## config.mk

```make
export PLATFORM = sky130hd
export DESIGN_NAME = pthd_ctrl
export DESIGN_NICKNAME = d
export VERILOG_FILES = /design/src/hw/rtl/pthd_pkg.sv /design/src/hw/rtl/pthd_ctrl.sv
export SDC_FILE = /design/constraint.sdc
export NUM_CORES = 1
export LEC_CHECK = 0
export CORE_AREA = 2 2 53 55
export DETAILED_ROUTE_END_ITERATION = 8
export DIE_AREA = 0 0 55 57
export DONT_BUFFER_PORTS = 1
export SYNTH_ARGS = -nofsm -noshare
export SYNTH_HDL_FRONTEND = slang
export SYNTH_SLANG_ARGS = --single-unit
```

## constraint.sdc

```tcl
create_clock -name clk -period 5.6 [get_ports clk]
set_clock_uncertainty 0.15 [all_clocks]
set_input_delay 0.56 -clock clk [delete_from_list [all_inputs] [get_ports clk]]
set_output_delay 0.56 -clock clk [all_outputs]
set_load 0.02 [all_outputs]
```

## src/hw/rtl/pthd_pkg.sv

```systemverilog
`timescale 1ns / 1ps
// ----------------------------------------------------------------------------
// pthd_pkg
// Shared types and constants of the pre-order tree Huffman decoder.
// ----------------------------------------------------------------------------
package pthd_pkg;

  localparam int NODE_LIMIT = 512;
  localparam int NODE_W     = $clog2(NODE_LIMIT);
  localparam int CNT_W      = NODE_W + 1;
  localparam int LEN_W      = 24;

  localparam logic [1:0] OP_START = 2'd0;
  localparam logic [1:0] OP_BYTE  = 2'd1;
  localparam logic [1:0] OP_DRAIN = 2'd2;

  localparam logic [1:0] ST_BUSY    = 2'd0;
  localparam logic [1:0] ST_DONE    = 2'd1;
  localparam logic [1:0] ST_ERR_END = 2'd2;
  localparam logic [1:0] ST_ERR_BIG = 2'd3;

  typedef struct packed {
    logic       start;
    logic       load;
    logic       tree_bit;
    logic       walk_bit;
    logic       drain_inc;
    logic       pend_set;
    logic [1:0] pend_status;
    logic       pend_root;
    logic       put_pend;
    logic       put_last;
    logic       put_stat;
    logic [1:0] stat_code;
  } dp_cmd_t;

  typedef struct packed {
    logic len_zero;
    logic len_reached;
    logic len_reached_inc;
    logic root_leaf;
    logic tree_finish;
    logic tree_over;
    logic leaf_hit;
    logic pend_valid;
    logic out_free;
  } dp_sts_t;

endpackage

```

## src/hw/rtl/pthd_ctrl.sv

```systemverilog
`timescale 1ns / 1ps
// ----------------------------------------------------------------------------
// pthd_ctrl
// Stream phase and per-transaction bit sequencer of the decoder.
// ----------------------------------------------------------------------------
module pthd_ctrl import pthd_pkg::*; (
  input  logic       clk,
  input  logic       rst_n,
  input  logic       in_valid,
  output logic       in_stall,
  input  logic [1:0] in_op,
  input  logic       in_stream_end,
  output dp_cmd_t    cmd,
  input  dp_sts_t    sts
);

  typedef enum logic [2:0] {
    PH_IDLE, PH_TREE, PH_WALK, PH_DRAIN, PH_DONE, PH_ERR_END, PH_ERR_BIG
  } phase_t;

  typedef enum logic [2:0] {
    S_IDLE, S_BIT, S_SYM, S_DRAIN, S_FIN, S_FIN2, S_STAT
  } state_t;

  state_t     state_r, state_nxt;
  phase_t     phase_r, phase_nxt;
  logic [3:0] cnt_r, cnt_nxt;
  logic [1:0] op_r;
  logic       end_r;
  logic       err;

  function automatic logic [1:0] cur_status(phase_t ph);
    logic [1:0] s;
    unique case (ph)
      PH_DONE:    s = ST_DONE;
      PH_ERR_END: s = ST_ERR_END;
      PH_ERR_BIG: s = ST_ERR_BIG;
      default:    s = ST_BUSY;
    endcase
    return s;
  endfunction

  assign in_stall = (state_r != S_IDLE);
  assign err      = (phase_r == PH_ERR_END) || (phase_r == PH_ERR_BIG);

  always_comb begin
    state_nxt = state_r;
    phase_nxt = phase_r;
    cnt_nxt   = cnt_r;
    cmd       = '0;
    unique case (state_r)
      S_IDLE: begin
        if (in_valid) begin
          cmd.load  = 1'b1;
          cnt_nxt   = 4'd8;
          state_nxt = S_FIN;
          if (in_op == OP_START) begin
            cmd.start = 1'b1;
            phase_nxt = sts.len_zero ? PH_DONE : PH_TREE;
          end else if (in_op == OP_BYTE &&
                       (phase_r == PH_TREE || phase_r == PH_WALK)) begin
            state_nxt = S_BIT;
          end else if (in_op == OP_DRAIN && phase_r == PH_DRAIN) begin
            state_nxt = S_DRAIN;
          end
        end
      end
      S_BIT: begin
        if (phase_r == PH_TREE) begin
          cmd.tree_bit = 1'b1;
          cnt_nxt      = cnt_r - 1'b1;
          if (sts.tree_over) begin
            phase_nxt = PH_ERR_BIG;
          end else if (sts.tree_finish) begin
            priority if (sts.len_reached) phase_nxt = PH_DONE;
            else if (sts.root_leaf) phase_nxt = PH_DRAIN;
            else phase_nxt = PH_WALK;
          end
          if (cnt_r == 4'd1 || sts.tree_over ||
              (sts.tree_finish && (sts.len_reached || sts.root_leaf))) begin
            state_nxt = S_FIN;
          end
        end else if (sts.len_reached) begin
          phase_nxt = PH_DONE;
          state_nxt = S_FIN;
        end else begin
          cmd.walk_bit = 1'b1;
          cnt_nxt      = cnt_r - 1'b1;
          if (sts.leaf_hit) begin
            state_nxt = S_SYM;
          end else if (cnt_r == 4'd1) begin
            state_nxt = S_FIN;
          end
        end
      end
      S_SYM: begin
        if (!sts.pend_valid || sts.out_free) begin
          cmd.put_pend    = sts.pend_valid;
          cmd.pend_set    = 1'b1;
          cmd.pend_status = sts.len_reached ? ST_DONE : ST_BUSY;
          if (sts.len_reached) begin
            phase_nxt = PH_DONE;
          end
          state_nxt = (cnt_r == '0 || sts.len_reached) ? S_FIN : S_BIT;
        end
      end
      S_DRAIN: begin
        if (sts.len_reached) begin
          phase_nxt = PH_DONE;
          state_nxt = S_FIN;
        end else if (!sts.pend_valid || sts.out_free) begin
          cmd.drain_inc   = 1'b1;
          cmd.put_pend    = sts.pend_valid;
          cmd.pend_set    = 1'b1;
          cmd.pend_root   = 1'b1;
          cmd.pend_status = sts.len_reached_inc ? ST_DONE : ST_BUSY;
          if (sts.len_reached_inc) begin
            phase_nxt = PH_DONE;
          end
          cnt_nxt = cnt_r - 1'b1;
          if (cnt_r == 4'd1) begin
            state_nxt = S_FIN;
          end
        end
      end
      S_FIN: begin
        if (op_r == OP_BYTE && end_r &&
            (phase_r == PH_TREE || phase_r == PH_WALK)) begin
          phase_nxt = PH_ERR_END;
        end
        state_nxt = S_FIN2;
      end
      S_FIN2: begin
        if (!sts.pend_valid) begin
          state_nxt = S_STAT;
        end else if (sts.out_free) begin
          cmd.put_pend = 1'b1;
          cmd.put_last = !err;
          state_nxt    = err ? S_STAT : S_IDLE;
        end
      end
      S_STAT: begin
        if (sts.out_free) begin
          cmd.put_stat  = 1'b1;
          cmd.stat_code = cur_status(phase_r);
          state_nxt     = S_IDLE;
        end
      end
      default: state_nxt = S_IDLE;
    endcase
  end

  always_ff @(posedge clk) begin
    if (!rst_n) begin
      state_r <= S_IDLE;
      phase_r <= PH_IDLE;
      cnt_r   <= '0;
      op_r    <= OP_START;
      end_r   <= 1'b0;
    end else begin
      state_r <= state_nxt;
      phase_r <= phase_nxt;
      cnt_r   <= cnt_nxt;
      if (state_r == S_IDLE && in_valid) begin
        op_r  <= in_op;
        end_r <= in_stream_end;
      end
    end
  end

endmodule

```

# --- Word-level counts from Yosys, hierarchy flattened ---
# Index checks and enable logic that the tools add are counted.
totals:
  ff_bits: 13
  inputBits: 15
  output_inout_bits: 15
  word_cells: 121
op_classes:
  add_sub_neg: 1
  eq_ne: 29
  n_mux: 62
  reduce_logical: 24
ops:
  columns: ["operator", "count"]
  rows:
  - ["3-bit two-way mux", 33]
  - ["3-bit case mux with 7 select lines", 1]
  - ["4-bit two-way mux", 5]
  - ["3-bit equality test (second input constant)", 6]
  - ["3-bit != test (second input constant)", 5]
  - ["3-bit case mux with 5 select lines", 1]
  - ["2-bit != test (second input constant)", 7]
  - ["3-bit by 2-bit equality test with 1-bit output (second input constant)", 4]
  - ["6-bit two-way mux", 2]
  - ["4-bit case mux with 3 select lines", 1]
  - ["1-bit two-way mux", 11]
  - ["2-bit two-way mux", 5]
  - ["8-bit AND reduction", 1]
  - ["1-bit logical OR", 7]
  - ["3-bit by 1-bit equality test with 1-bit output (second input constant)", 2]
  - ["1-bit logical AND", 6]
  - ["2-bit case mux with 3 select lines", 1]
  - ["3-bit case mux with 2 select lines", 1]
  - ["6-bit AND reduction", 1]
  - ["3-bit nonzero test", 2]
  - ["5-bit AND reduction", 1]
  - ["5-bit nonzero test", 1]
  - ["2-bit by 1-bit equality test with 1-bit output (second input constant)", 2]
  - ["4-bit by 1-bit equality test with 1-bit output (second input constant)", 1]
  - ["8 further kinds", 9]

# --- Depth between registers and ports, before layout ---
# Gate-level depths: netlist of the first run.
logic_depth:
  word_depth: 7
  ltp_mapped: 7
  mapped_depth_nobuf: 7

# --- Worst setup path after synthesis of the first run ---
# OpenSTA, ideal clock, no wires.
synth_path:
  path_type: "input port to output port"
  from: "input sts[7] (netlist bit)"
  to: "output cmd[9] (netlist bit)"
  arrival_ns: 1.761
  required_ns: 4.890
  path_slack_ns: 3.129
  stages: 4
  path_buffers: 3
  path_cell_list: "clkbuf_1 -> clkbuf_1 -> nor3_1 -> buf_4"
synth_lines:
  columns: ["item", "line_no", "source"]
  rows:
  - ["start: declaration", "pthd_ctrl.sv:14", "input dp_sts_t sts"]
  - ["end: declaration", "pthd_ctrl.sv:13", "output dp_cmd_t cmd,"]

==> flow_summary_export.csv, run 1 <==
group,metric,value,unit
status,outcome,"completed",
clock_network,cts_setup_buffers,0,
job,drv_cap,0,
finish,fillCellCount,279,
drt,vias,1207,
drt,routed_via_density,6.35,
sta,finalCriticalPeriod,2.75,ns
global_routing,grt_pass1_wl,4890,µm
critical_path,critPathCaptureType,"primary output",
sta,setup_violations,0,
drt,drtPass1Iterations,4,
logic_synthesis,ys_ff_latch,13,
sta,setup_total_negative_slack,0,ns
finish,final_core_util,47.4,%
global_routing,grt_max_degree,26,
critical_path,critPathKind,"flop to primary output",
place,io_buffers,0,
clock_network,clk_latency,0.27,ns
logic_synthesis,syn-mean-instance-area,7.48,µm²
critical_path,worstPathRequired,4.89,ns
power,seq_power_share,35.0,%
finish,drive_gt1_share,7.55,%
power,p_sw,0.000280,W
power,combinationalPowerShare,55.1,%
hold_path,hold_path.class,"input port to flop",
sta,slew_viol_final,0,
clock_network,cts_buffers,3,
critical_path,crit_arrival,2.04,ns
logic_synthesis,synth_cells,167,
logic_synthesis,synth-edff-count,0,
die,core-area,2620,µm²
global_routing,antenna_found_initial,0,
logic_synthesis,synth_area,1250,µm²
power,p_leak,0.458,nW
logic_synthesis,synth_top_cell_by_area,"dfxtp_1",
place,place_congestion,0.857,
sta,hold_violations,0,
clock_network,clk_path_buf_depth,2,
die,fp.dieH,57,µm
clock_network,cts_tree,"done",
finish,finalNonFillerCells,190,
global_routing,grt_overflow_total,0,
critical_path,cp-start-kind,"flop",
clock_network,ctsHoldBuffers,0,
clock_network,clockRootBuffer,"clkbuf_4",
die,dieArea,3140,µm²
place,placed_cell_area,1210,µm²
drt,drt-wirelength-per-cell,17.2,µm
logic_synthesis,synth.area.top_cells,"dfxtp_1 21%, nand2_1 5.1%, nor2_1 3.9%",
power,p_per_area,459,nW/µm²
drt,drc,0,
finish,diodes,0,
logic_synthesis,yosysMostFrequentCell,"nand2_1",
finish,final_area,1240,µm²
die,die_x,55,µm
die,io_pins,30,
logic_synthesis,ys_seq_area_share,20.8,%
place,dpl.hpwl,2460,µm
power,clkPwrFrac,9.9,%
critical_path,crit_fanout,25,
place,dp_cells,186,
drt,drtIter0Drc,27,
power,peakVddDrop,0.251,mV
die,start_util,47.8,%
global_routing,grt.total_usage,21.2,%
finish,fin_nets,178,
finish,area_delta_synth_final,-0.801,%
clock_network,clock_sinks,13,
logic_synthesis,synthArstFlopShare,0,%
logic_synthesis,syn_nets,185,
sta,holdWs,0.279,ns
logic_synthesis,yosys_warnings,0,
sta,worst_pin_slew,1.08,ns
logic_synthesis,yosys.cell_types.count,52,
power,p_sw_share,49.1,%
sta,rsz0062_at_grt,"no",
power,internal-power,0.000289,W
logic_synthesis,synth_top_area_share,20.8,%
drt,wirelength,3260,µm
clock_network,ctsResizeCount,0,
global_routing,grt_pass1_vias,1038,
clock_network,clk_pin_slew,0.08,ns
logic_synthesis,synth_common_cells,"17 x nand2_1, 13 x dfxtp_1, 13 x nor2_1, 11 x inv_1, 8 x a21oi_1",
sta,max_freq,364,MHz
logic_synthesis,synth_flop_cell,"dfxtp_1",
drt,ant_nets,0,
sta,min_period_over_period,49.0,%
sta,max-slew-margin-rel,27.4,%
die,rows,19,
clock_network,clock_tree.htree_level_count,1,
[placed cells by master, fill, tap and decap left out, drive strengths merged, types with 2 or more instances in the layout]
master / synthesis / layout
nand2: 18 / 18
nor2: 14 / 14
dfxtp: 13 / 13
inv: 11 / 11
a21oi: 8 / 8
nor3: 7 / 7
nor3b: 7 / 7
nor2b: 6 / 6
o21ai: 6 / 6
o22ai: 5 / 5
nand3: 4 / 4
a31oi: 4 / 4
a211oi: 4 / 4
clkbuf: 3 / 4
xor2: 3 / 3
mux2i: 3 / 3
ha: 3 / 3
nand2b: 2 / 2
nand3b: 2 / 2
nand4: 2 / 2
and3: 2 / 2
nand4b: 2 / 2
a211o: 2 / 2
nand4bb: 2 / 2
a311oi: 2 / 2
a221oi: 2 / 2
xnor2: 2 / 2
or2b: 2 / 2
[worst max-delay path, cell delays in order, from the launching register on]
cell and delay, ns:
dfxtp_1 0.85, nand4_1 0.27, nor3b_1 0.64
[flip-flops by register name, summed over array words and instances, names as in the netlist]
signal / cells
cnt_r: 4
end_r: 1
op_r: 2
phase_r: 3
state_r: 3
[path summary, 6_finish.rpt]
check                                from                 endpoint  slack [ns]  cells after the start
setup reg to reg  state_r[1]$_SDFFE_PN0P_  state_r[1]$_SDFFE_PN0P_        3.20                      4
hold reg to reg      op_r[0]$_SDFFE_PN0P_     op_r[0]$_SDFFE_PN0P_        0.36                      2
setup / recovery  state_r[1]$_SDFFE_PN0P_                   cmd[0]        2.85                      2
hold / removal                      rst_n  phase_r[0]$_SDFFE_PN0P_        0.28                      2
[stage by stage]
stage	setup slack, ns	power (W)
detailed placement	3.15	0.000509
CTS	2.83	0.000568
global route	2.69	0.000619
finish	2.85	0.000569
global placement	3.18	0.000501
floorplan	3.13	0.000464
[cell families after synthesis]
| logic type | synth area share [%] |
|---|---|
| flip-flops | 20.8 |
| XOR/XNOR | 3.50 |
| adder cells (fa/ha/maj) | 3.00 |
| AND/OR/NAND/NOR | 34.2 |
| buffers and inverters | 9.91 |
| multiplexers | 2.40 |
| other | 0.300 |
| AO/OA/AOI/OAI | 25.8 |
[per-layer routing]
metal | track usage, % | vias up | part of all wire (%)
met3 | 2.36 | 6 | 5.6
met1 | 29.5 | 564 | 45
met2 | 32.0 | 44 | 47
met4 | 10.5 | 0 | 1.7
li1 | - | 593 | -
met5 | 0 | - | 0
[power groups by stage]
stage               logic, W  clock network [W]  registers [W]
finish              0.000313          0.0000565       0.000199
global placement    0.000304                  0       0.000197
floorplan           0.000320                  0       0.000145
global route        0.000347          0.0000650       0.000206
CTS                 0.000312          0.0000587       0.000196
detailed placement  0.000310                  0       0.000199
[final cells by class]
type | count | area [µm²] | area share (%)
sequential | 13 | 260 | 21.0
clock buffer | 4 | 26.3 | 2.12
timing repair buffer | 1 | 7.51 | 0.605
tap | 31 | 38.8 | 3.13
inverter | 11 | 41.3 | 3.33
multi-input combinational | 130 | 866 | 69.8
Note: power is estimated with default switching activity, not from simulation.
==> inputs of run 2 (changes only) <==
Clock period 5.6 ns to 2.76 ns, I/O delays scaled along.
==> flow_summary_export.csv, run 2 (synthesis results as in run 1) <==
group,metric,value,unit
status,outcome,"completed",
critical_path,crit_fanout,22,
place,dp_cells,191,
global_routing,grt_pass1_wl,5030,µm
hold_path,hold_path.class,"input port to flop",
finish,layout_commonest_cell,"nand2_1",
die,io_pins,30,
global_routing,grt_overflow_total,0,
finish,regMostFlops,"cnt_r",
drt,drtIter0Drc,35,
drt,routed_via_density,6.35,
sta,setup_violations,0,
clock_network,cts_setup_buffers,0,
sta,worst_pin_slew,0.779,ns
die,start_util,47.8,%
finish,area_delta_synth_final,5.41,%
clock_network,clk_path_buf_depth,2,
clock_network,cts_buffers,3,
power,p_leak,0.501,nW
hold_path,worstHoldPathCells,2,
clock_network,clock_sinks,13,
sta,hold_violations,0,
clock_network,clockRootBuffer,"clkbuf_4",
die,core-area,2620,µm²
critical_path,cp-start-kind,"flop",
clock_network,clk_latency,0.28,ns
finish,diodes,0,
drt,drt-wirelength-per-cell,16.0,µm
critical_path,critPathKind,"flop to primary output",
clock_network,clk_pin_slew,0.08,ns
global_routing,grt_max_degree,26,
drt,wirelength,3190,µm
die,fp.dieH,57,µm
finish,drive_gt1_share,10.1,%
place,dpl.hpwl,2400,µm
drt,drc,0,
clock_network,clock_tree.htree_level_count,1,
drt,ant_nets,0,
global_routing,antenna_found_initial,0,
finish,fin_nets,187,
sta,max-slew-margin-rel,48.0,%
critical_path,crit_arrival,1.99,ns
finish,finalNonFillerCells,199,
finish,reg_top3,"cnt_r x4, phase_r x3, state_r x3",
job,drv_cap,0,
sta,rsz0062_at_grt,"no",
sta,max_freq,414,MHz
drt,vias,1264,
critical_path,critPathCaptureType,"primary output",
die,dieArea,3140,µm²
place,io_buffers,0,
critical_path,startpoint,"state_r[2]$_SDFFE_PN0P_",
global_routing,grt_pass1_vias,1189,
critical_path,reg2reg_depth,5,
critical_path,timing.rr.start,"state_r[2]$_SDFFE_PN0P_",
power,peakVddDrop,0.603,mV
sta,setup_total_negative_slack,0,ns
finish,largest_reg_flops,4,
die,die_x,55,µm
clock_network,cts_tree,"done",
sta,slew_viol_final,0,
place,place_congestion,0.882,
global_routing,grt.total_usage,21.6,%
sta,min_period_over_period,87.5,%
hold_path,hp-start,"rst_n",
sta,finalCriticalPeriod,2.42,ns
critical_path,worstPathRequired,2.33,ns
die,rows,19,
finish,layout_common_cells,"17 x nand2_1, 13 x nor2_1, 13 x dfxtp_1",
drt,drtPass1Iterations,4,
power,p_per_area,893,nW/µm²
[run 2: changes by cell type in the layout (fill, tap and decap cells not counted), sizes merged]
cell,delta
buf,+5
dlygate4sd3,+4
[run 2: final timing paths]
check / endpoint / slack [ns]
setup / recovery: cmd[13] / 0.34
hold / removal: state_r[1]$_SDFFE_PN0P_ / 0.01
setup reg to reg: state_r[1]$_SDFFE_PN0P_ / 0.48
hold reg to reg: op_r[1]$_SDFFE_PN0P_ / 0.36
[run 2: worst max-delay path, stage by stage, from the launching register on]
cell and delay, ns:
dfxtp_1 0.55, inv_1 0.29, nand3_1 0.29, nor3_1 0.58
[run 2: stage by stage]
stage / util [%] / instance area [µm²] / worst slack, ns / hold WS, ns / total power (W)
finish: 50.4 / 1320 / 0.344 / 0.0116 / 0.00118
global route: 50.4 / 1320 / 0.169 / 0.0229 / 0.00128
CTS: 50.4 / 1320 / 0.325 / 0.00389 / 0.00118
detailed placement: 47.8 / 1250 / 0.496 / 0.275 / 0.00105
global placement: 47.8 / 1250 / 0.517 / 0.272 / 0.00104
floorplan: - / 1250 / 0.689 / 0.265 / 0.000942
[run 2: repair_timing]
item | 4_1_cts | 5_1_grt
hold buffers | 4 | 0
resized for setup | 0 | 0
endpoints found under the hold margin | 4 | 0
[run 2: area by class of cell]
type | instances | area [µm²]
inverter | 11 | 41.3
timing repair buffer | 10 | 85.1
sequential | 13 | 260
tap | 31 | 38.8
multi-input combinational | 130 | 866
clock buffer | 4 | 26.3
fill | 269 | 1300
[run 2: layer usage]
metal / global-route usage (%) / wire length [µm] / part of all wire (%) / vias up
met1: 28.1 / 1450 / 45 / 598
met5: 0 / 0 / 0 / -
met3: 2.62 / 206 / 6.5 / 9
li1: - / - / - / 610
met4: 9.76 / 66 / 2.1 / 0
met2: 34.9 / 1470 / 46 / 47
[run 2: power by group]
part / internal (W) / switching, W
clock network: 0.0000561 / 0.0000664
logic: 0.000299 / 0.000362
registers: 0.000252 / 0.000142
==> inputs of run 3 (changes only) <==
Settings changed: CORE_AREA 2 2 53 55 to 2 2 40 78, CTS_BUF_LIST set to sky130_fd_sc_hd__clkbuf_2, DIE_AREA 0 0 55 57 to 0 0 42 80, MAX_ROUTING_LAYER set to met4.
==> flow_summary_export.csv, run 3 (synthesis results as in run 1) <==
group,metric,value,unit
clock_network,cts_tree,"done",
drt,drtIter0Drc,33,
finish,reg_top3,"cnt_r x4, phase_r x3, state_r x3",
die,rows,27,
place,io_buffers,0,
drt,routed_via_density,6.38,
sta,hold_violations,0,
finish,regMostFlops,"cnt_r",
die,die_x,42,µm
drt,ant_nets,0,
sta,rsz0062_at_grt,"no",
clock_network,clock_sinks,13,
clock_network,cts_buffers,3,
drt,drt-wirelength-per-cell,18.2,µm
global_routing,grt_max_degree,26,
finish,layout_common_cells,"17 x nand2_1, 13 x nor2_1, 13 x dfxtp_1",
finish,layout_commonest_cell,"nand2_1",
drt,drc,0,
clock_network,clock_tree.htree_level_count,1,
global_routing,grt_pass1_vias,1215,
critical_path,worstPathRequired,2.33,ns
critical_path,cp-start-kind,"flop",
critical_path,reg2reg_depth,5,
finish,area_delta_synth_final,2.70,%
power,p_leak,0.488,nW
finish,largest_reg_flops,4,
hold_path,worstHoldPathCells,2,
place,place_congestion,0.915,
clock_network,clk_path_buf_depth,2,
global_routing,grt_pass1_wl,5800,µm
hold_path,hold_end,"op_r[1]$_SDFFE_PN0P_",
critical_path,critPathCaptureType,"primary output",
global_routing,antenna_found_initial,0,
clock_network,clk_latency,0.26,ns
sta,min_period_over_period,90.9,%
critical_path,reg2reg_slack,0.40,ns
clock_network,clockRootBuffer,"clkbuf_2",
sta,max_freq,399,MHz
power,peakVddDrop,0.412,mV
finish,fin_nets,184,
critical_path,critPathKind,"flop to primary output",
clock_network,ctsResizeCount,0,
die,core-area,2740,µm²
sta,max-slew-margin-rel,45.4,%
finish,drive_gt1_share,9.70,%
die,fp.dieH,80,µm
drt,wirelength,3540,µm
sta,slew_viol_final,0,
hold_path,hold_path.class,"input port to flop",
drt,drtPass1Iterations,4,
critical_path,crit_fanout,25,
sta,setup_violations,0,
sta,worst_pin_slew,0.817,ns
die,io_pins,30,
global_routing,grt.total_usage,22.7,%
job,drv_cap,0,
hold_path,hp-start,"in_op[1]",
power,p_per_area,895,nW/µm²
clock_network,clk_pin_slew,0.12,ns
die,dieArea,3360,µm²
sta,finalCriticalPeriod,2.51,ns
drt,vias,1237,
finish,diodes,0,
power,total_power,0.00115,W
critical_path,timing.rr.end,"state_r[2]$_SDFFE_PN0P_",
place,dpl.hpwl,2730,µm
critical_path,timing.rr.start,"state_r[1]$_SDFFE_PN0P_",
die,start_util,45.7,%
status,outcome,"completed",
critical_path,crit_arrival,2.08,ns
global_routing,grt_overflow_total,0,
sta,setup_total_negative_slack,0,ns
## run 3: what timing repair did
item / in CTS / in global routing
setup endpoints to repair: 0 / 0
endpoints found under the hold margin: 5 / 0
buffers inserted: 0 / 0
hold buffers: 3 / 0
## run 3: worst max-delay path by stage
stage                                    endpoint                     from  slack, ns
after CTS                                 cmd[13]  state_r[1]$_SDFFE_PN0P_       0.24
after global routing                      cmd[13]  state_r[1]$_SDFFE_PN0P_       0.08
after floorplan                            cmd[9]  state_r[1]$_SDFFE_PN0P_       0.69
after detailed placement  state_r[2]$_SDFFE_PN0P_  state_r[1]$_SDFFE_PN0P_       0.48
final                                     cmd[13]  state_r[1]$_SDFFE_PN0P_       0.25
after global placement    state_r[2]$_SDFFE_PN0P_  state_r[1]$_SDFFE_PN0P_       0.43
## run 3: final cells by class
cell class,instances,area (µm²)
repair buffers,7,60.1
flip-flops and latches,13,260
clock buffers,4,20.0
fillers,303,1450
multi-input cells,130,866
well taps,29,36.3
inverters,11,41.3
## run 3: power by group
group	switching (W)	internal, W	total [W]
Sequential	0.000152	0.000251	0.000403
Combinational	0.000361	0.000285	0.000646
Clock	0.0000605	0.0000384	0.0000989
## run 3: critical path, cell delays in order (launching register included)
cell	delay (ns)
dfxtp_1	0.59
nor2_2	0.32
nand3_1	0.32
nor3_1	0.58
## run 3: layer usage
metal  GRT usage [%]  vias to the layer above  part of all wire (%)
met2            41.9                       38                    55
met5               -                        -                     0
met3            1.81                       10                   3.9
li1                -                      606                     -
met1            23.8                      583                    38
met4            10.6                        0                   3.4
## run 3: stage by stage
stage          std cells  utilization, %  setup WS [ns]  hold WS (ns)  instance area, µm²
3_3_place_gp         187            45.1          0.427         0.278                1230
6_report             194            46.9          0.251       0.00791                1280
5_1_grt              194            46.9         0.0834        0.0144                1280
2_1_floorplan        167               -          0.689         0.265                1250
4_1_cts              194            46.9          0.239       0.00221                1280
3_5_place_dp         187            45.1          0.480         0.279                1230
